## src/hw/rtl/swms_ram.sv

```systemverilog
module swms_ram #(
    parameter int WIDTH = 32,
    parameter int DEPTH = 16
) (
    input  logic                     clk,
    input  logic                     we,
    input  logic [$clog2(DEPTH)-1:0] waddr,
    input  logic [WIDTH-1:0]         wdata,
    input  logic [$clog2(DEPTH)-1:0] raddr,
    output logic [WIDTH-1:0]         rdata
);

    logic [WIDTH-1:0] mem [DEPTH];

    always_ff @(posedge clk)
    begin
        if (we)
        begin
            mem[waddr] <= wdata;
        end
        rdata <= mem[raddr];
    end

endmodule

```

## config.mk

```make
export PLATFORM = sky130hd
export DESIGN_NAME = swms_ram
export DESIGN_NICKNAME = d
export VERILOG_FILES = /design/src/hw/rtl/swms_ram.sv
export SDC_FILE = /design/constraint.sdc
export NUM_CORES = 1
export LEC_CHECK = 0
export BUFFER_PORTS_ARGS = -buffer_cell sky130_fd_sc_hd__buf_2
export CAP_MARGIN = 20
export CORE_AREA = 2 2 242 244
export CTS_BUF_LIST = sky130_fd_sc_hd__clkbuf_8
export DETAILED_ROUTE_END_ITERATION = 8
export DIE_AREA = 0 0 244 246
export SLEW_MARGIN = 20
export SYNTH_ARGS = -nofsm -noshare
export SYNTH_HDL_FRONTEND = slang
export SYNTH_SLANG_ARGS = --single-unit
export TNS_END_PERCENT = 30
```

## constraint.sdc

```tcl
create_clock -name clk -period 4.2 [get_ports clk]
set_clock_uncertainty 0.1 [all_clocks]
set_input_delay 0.21 -clock clk [delete_from_list [all_inputs] [get_ports clk]]
set_output_delay 0.21 -clock clk [all_outputs]
set_load 0.005 [all_outputs]
```

==> summary.txt, run 1 <==
Drt
  • Total number of vias: 9130
  • Router iterations before antenna repair: 4
  • Final wirelength: 42.2 mm
  • DR WL/cell: 22.7 µm
  • Antenna viol nets, final: 0
  • DRC: 0
  • Iter 0 DRT Violations: 667
  • Via density: a little under 5

Critical path
  • Crit path kind: input pin to register
  • Crit path from: raddr[1]
  • Crit start category: input pin
  • CP Max Fanout: 38
  • R2r startpoint: mem[3][17]
  • Critical path arrival: 2.15 ns
  • Worst EP required: approximately 4.6 ns
  • Crit. End Element: register

Flow run
  • # Max-Cap Violations: 0

Floorplanning
  • Io pins: 74
  • Initial core utilization: between 30 and 40%
  • Die width: 244 µm
  • Rows: 88
  • Die area: around 0.060 mm²
  • Die height: 246 µm
  • Core Region: roughly 0.057 mm²

Pwr
  • Clock share of power: approximately two fifths
  • Switching share of power: around 22%
  • Flop pwr share: between 50% and 60%
  • Power Density: 465 mW/mm²
  • P_int: 0.00847 W
  • P_sw: around 0.0024 W
  • VDD IR max: roughly 0.21 mV
  • Combinational power share: roughly 5.1%
  • Power Total: roughly 0.011 W
  • P_leak: between 7 and 8 nW

Global route
  • First-pass GRT wire length: 63.2 mm
  • Initial antenna violation count: 0
  • Pin count of the biggest net entering global routing: 41
  • Vias in the first global route: 9978
  • GRT Residual Overflow: 0
  • GRT Resource Usage Total: 14.3%

Clocking
  • H-Tree Depth: 3
  • Clk root buf: clkbuf_8
  • Number of gates resized after CTS: 0
  • Clock tree buffer depth: 3
  • Reg clk slew, reported paths: about 0.070 ns
  • TritonCTS clock tree: yes
  • CTS Buf Count: 88
  • Clk_lat worst skew: roughly 0.66 ns
  • Clk sink count: between 500 and 600

Yosys
  • Syn_nets: 880
  • Flops & latches, synth: 544
  • Avg Cell Area, Syn: between 20 and 25 µm²
  • Area leader, netlist: edfxtp_1
  • Mapped Cells: 838
  • Synth warn: 0
  • Share of the synthesized area in the top cell type: about 77%
  • Top area cells in the synthesized netlist: edfxtp_1, mux4_2, dfxtp_1
  • Netlist cell types: 18
  • Seq/Total Area, Yosys: just over 80%
  • Synth Cell Area: 0.0199 mm²

Cells and area
  • Layout cells sized above 1: 33.2%
  • Fin util: 40.8%
  • Most frequent cells in the layout: edfxtp_1, mux4_2, clkbuf_8
  • N_diodes: 0
  • Nets: 1059
  • Most common cell after layout, fill and taps aside: edfxtp_1
  • Area growth from synthesis to layout: 17.9%

STA
  • Minimum clock period: 1.73 ns
  • Max-slew violation count: 0
  • Setup violators final: 0
  • Final Cycle Share: 41.2%
  • Slew Limit Headroom: between 30% and 40%
  • RSZ-0062 raised after global routing: no
  • Fin. Hold Viols: 0
  • Achievable Freq: roughly 580 MHz
  • Setup TNS: 0 ns
  • Least-Margin Pin Slew: roughly 1.0 ns

Placement
  • GP Congestion: roughly 0.7
  • Number of buffers added on ports: 73
  • Final HPWL DP: around 23 mm

Worst hold path
  • Min-Delay Path Class: input pin to register
  • Min-delay src: waddr[1]

Status
  • Outcome: completed
## sequential cells by signal, summed over array words and instances, names as in the netlist
name	count
mem	512
rdata	32
## worst max-delay path, stage by stage
cell and delay (ns):
buf_4 0.43, buf_4 0.61, mux4_2 0.41, a22oi_1 0.35
nand2_1 0.08
## power groups by stage
stage,sequential [W],combinational [W],clock (W)
after floorplan,0.00621,0.000291,0
after global placement,0.00622,0.000527,0
after detailed placement,0.00622,0.000538,0
after CTS,0.00611,0.000564,0.00434
after global routing,0.00612,0.000606,0.00459
final,0.00611,0.000555,0.00423
## cells in the mapped netlist, drive strengths merged
library cell / count
mux4: 128
nor3: 4
nand3b: 2
clkbuf: 17
nor2: 13
or3b: 1
and2: 1
nand3: 1
nor2b: 2
nand2: 33
buf: 26
a22oi: 64
edfxtp: 512
nand2b: 2
dfxtp: 32
## cell families after synthesis
| logic type | count (synthesis) | share of synthesized area [%] |
|---|---|---|
| buffers and inverters | 43 | 1.12 |
| DFF | 544 | 80.7 |
| muxes | 128 | 14.5 |
| AOI/OAI and AO/OA | 64 | 2.42 |
| and+or+nand+nor | 59 | 1.27 |
## metal layers
layer / up-vias / track usage, % / wire, µm / part of all wire [%]
li1: 3947 / - / - / -
met1: 4852 / 20.0 / 19200 / 46
met2: 259 / 22.5 / 20100 / 48
met3: 72 / 3.12 / 2030 / 4.8
met4: 0 / 4.39 / 838 / 2.0
met5: - / 0 / 0 / 0
## per-stage QoR
stage          instance area, µm²  worst slack [ns]  hold WS (ns)  instances
2_1_floorplan               19900             0.710         0.209        838
3_3_place_gp                21300              1.76         0.488       1654
3_5_place_dp                21400              1.79         0.488       1658
4_1_cts                     23400              2.49        0.0451       1854
5_1_grt                     23400              2.40        0.0803       1856
6_report                    23400              2.47         0.105       1856
## timing repair
action	4_1_cts	5_1_grt
endpoints found under the hold margin	512	0
buffers inserted	0	0
hold buffers	32	0
endpoints found under the setup margin	0	0
## layout make-up
| cell class | count | area [µm²] |
|---|---|---|
| clock buffers | 94 | 1290 |
| clock inverters | 70 | 352 |
| fillers | 5039 | 33900 |
| multi-input cells | 251 | 3750 |
| flip-flops and latches | 544 | 16000 |
| well taps | 765 | 957 |
| repair buffers | 132 | 1050 |
## final timing paths
| check | to | slack, ns | cells past startpoint |
|---|---|---|---|
| setup / recovery | rdata[2] | 2.47 | 5 |
| hold / removal | mem[12][22] | 0.10 | 3 |
| setup reg to reg | rdata[17] | 2.68 | 3 |
| hold reg to reg | rdata[4] | 0.56 | 3 |
No activity file was read; power rests on OpenSTA's default activity.
==> run 2, diff against run 1 <==
==> constraint.sdc (replaced) <==
create_clock -name clk -period 1.7 [get_ports clk]
set_clock_uncertainty 0.1 [all_clocks]
set_input_delay 0.085 -clock clk [delete_from_list [all_inputs] [get_ports clk]]
set_output_delay 0.085 -clock clk [all_outputs]
set_load 0.005 [all_outputs]
==> summary.txt, run 2 (same netlist as run 1, synthesis figures left out) <==
Drt
  • DR WL/cell: 22.7 µm (about the same)
  • Total number of vias: 9314 (was 9130)
  • Router iterations before antenna repair: 4 (unchanged)
  • Antenna viol nets, final: 0 (unchanged)
  • Via density: 4.94 (was 4.92)
  • Iter 0 DRT Violations: 858 (was 667)
  • Final wirelength: 42.8 mm (was 42.2 mm)
  • DRC: 0 (unchanged)

Floorplanning
  • Rows: 88 (unchanged)
  • Io pins: 74 (unchanged)
  • Initial core utilization: 34.6% (unchanged)
  • Core Region: 0.0574 mm² (unchanged)
  • Die width: 244 µm (unchanged)
  • Die area: 0.0600 mm² (unchanged)
  • Die height: 246 µm (unchanged)

Critical path
  • Crit path largest cell delay: 0.58 ns (was 0.61 ns)
  • Worst EP required: 2.12 ns (was 4.62 ns)
  • Critical-path cell list: dlygate4sd3_1, clkbuf_8, buf_12, buf_12, mux4_2, a22oi_1, nand2_1 (was buf_4, buf_4, mux4_2, a22oi_1, nand2_1)
  • Critical path arrival: 2.08 ns (was 2.15 ns)
  • Critical path buffers and inverters: 4 (was 2)
  • CP Max Fanout: 12 (was 38)
  • CP max-delay cell: dlygate4sd3_1 (was buf_4)
  • Crit. End Element: register (unchanged)
  • CP dominant cell by count: buf_12 (was buf_4)
  • Crit start category: input pin (unchanged)
  • CP top delay family: buffers and inverters (unchanged)
  • Crit path kind: input pin to register (unchanged)

Worst hold path
  • Min-Delay Path Class: input pin to register (unchanged)

Clocking
  • Clk_lat worst skew: 0.64 ns (was 0.66 ns)
  • Clk root buf: clkbuf_8 (unchanged)
  • Reg clk slew, reported paths: 0.06 ns (was 0.07 ns)
  • TritonCTS clock tree: yes (unchanged)
  • Clk sink count: 544 (unchanged)
  • CTS Buf Count: 82 (was 88)
  • # Post-CTS Setup Buffers: 0 (unchanged)
  • H-Tree Depth: 3 (unchanged)
  • Clock tree buffer depth: 3 (unchanged)

STA
  • Final Cycle Share: between 90% and 100%
  • Minimum clock period: about 1.7 ns
  • Achievable Freq: roughly 600 MHz
  • Max-slew violation count: 0 (unchanged)
  • RSZ-0062 raised after global routing: no (unchanged)
  • Slew Limit Headroom: 67.7% (was 30.8%)
  • Setup violators final: 0 (unchanged)
  • Least-Margin Pin Slew: 0.484 ns (was 1.04 ns)
  • Fin. Hold Viols: 0 (unchanged)

Cells and area
  • Most common cell after layout, fill and taps aside: edfxtp_1 (unchanged)
  • Post-route cell area: 0.0241 mm² (was 0.0234 mm²)
  • Most frequent cells in the layout: edfxtp_1, mux4_2, clkbuf_8 (unchanged)
  • Max reg flops: 512 (unchanged)
  • Fin cells: 1884 (was 1856)
  • Largest registers: mem (512), rdata (32) (unchanged)
  • Layout cells sized above 1: 34.9% (was 33.2%)
  • Area growth from synthesis to layout: 21.2% (was 17.9%)
  • Fin util: 42.0% (was 40.8%)
  • Nets: 1091 (was 1059)
  • Top reg by flops: mem (unchanged)

Pwr
  • Combinational power share: 5.7% (was 5.1%)
  • P_sw: 0.00567 W (was 0.00243 W)
  • VDD IR max: 0.474 mV (was 0.210 mV)
  • Power Density: 1100 mW/mm² (was 465 mW/mm²)
  • Clock share of power: 37.2% (was 38.9%)
  • P_leak: 7.88 nW (was 7.63 nW)
  • Switching share of power: 21.5% (was 22.3%)
  • Flop pwr share: 57.2% (was 56.1%)
  • P_int: 0.0207 W (was 0.00847 W)
  • Power Total: 0.0264 W (was 0.0109 W)

Global route
  • GRT Resource Usage Total: 14.6% (was 14.3%)
  • GRT Residual Overflow: 0 (unchanged)
  • Pin count of the biggest net entering global routing: 33 (was 41)
  • Vias in the first global route: 9986 (was 9978)
  • Initial antenna violation count: 1 (was 0)
  • First-pass GRT wire length: 63.8 mm (was 63.2 mm)

Status
  • Outcome: completed (unchanged)

Placement
  • Number of buffers added on ports: 73 (unchanged)
  • Post-DP Area: 0.0222 mm² (was 0.0214 mm²)
  • GP Congestion: 0.697 (was 0.702)
  • Inst Count DP: 1696 (was 1658)
  • Final HPWL DP: 24.0 mm (was 23.4 mm)

Flow run
  • # Max-Cap Violations: 0 (unchanged)
run 2: power by group through the flow:
stage | combinational [W] | sequential [W] | clock, W
final | 0.00149 | 0.0151 | 0.00982
after global routing | 0.00162 | 0.0151 | 0.0107
after CTS | 0.00153 | 0.0151 | 0.0101
after detailed placement | 0.00146 | 0.0154 | 0
after global placement | 0.00143 | 0.0154 | 0
after floorplan | 0.000724 | 0.0154 | 0
run 2: worst register-to-register path: cells and delay by family (launching register included):
family          cells  cell delay [ns]
mux                 1             0.46
simple gates        1             0.13
compound gates      1             0.21
flops               1             0.37
run 2: path summary, 6_finish.rpt:
check,slack (ns),cells past startpoint,startpoint,endpoint
setup / recovery,0.04,7,raddr[0],rdata[18]
setup reg to reg,0.29,3,mem[1][4],rdata[4]
hold reg to reg,0.57,3,mem[14][6],rdata[6]
hold / removal,0.04,3,waddr[0],mem[0][21]
run 2: what timing repair did:
item	CTS	global route
hold endpoints to repair	516	0
resized for setup	0	0
hold buffers	34	0
run 2: layer usage:
layer  track usage, %  wire (µm)  up-vias
met1             20.0      19000     4969
met2             23.3      20600      274
li1                 -          -     4019
met5                0         13        -
met3             3.06       2570       50
met4             4.68        694        2
run 2: final cells by class:
type / count / area (µm²)
Tap cell: 765 / 957
Clock buffer: 90 / 1240
Fill cell: 4908 / 33300
Timing Repair Buffer: 170 / 1780
Antenna cell: 1 / 2.50
Clock inverter: 63 / 297
Sequential cell: 544 / 16000
Multi-Input combinational cell: 251 / 3780
run 2: per-stage QoR:
stage	setup slack, ns	hold WS, ns	setup TNS [ns]
global placement	0.0477	0.360	0
floorplan	-0.513	0.0839	-190.24
CTS	0.0854	0.00269	0
finish	0.0389	0.0352	0
global route	0.0255	0.0453	0
detailed placement	0.0238	0.365	0
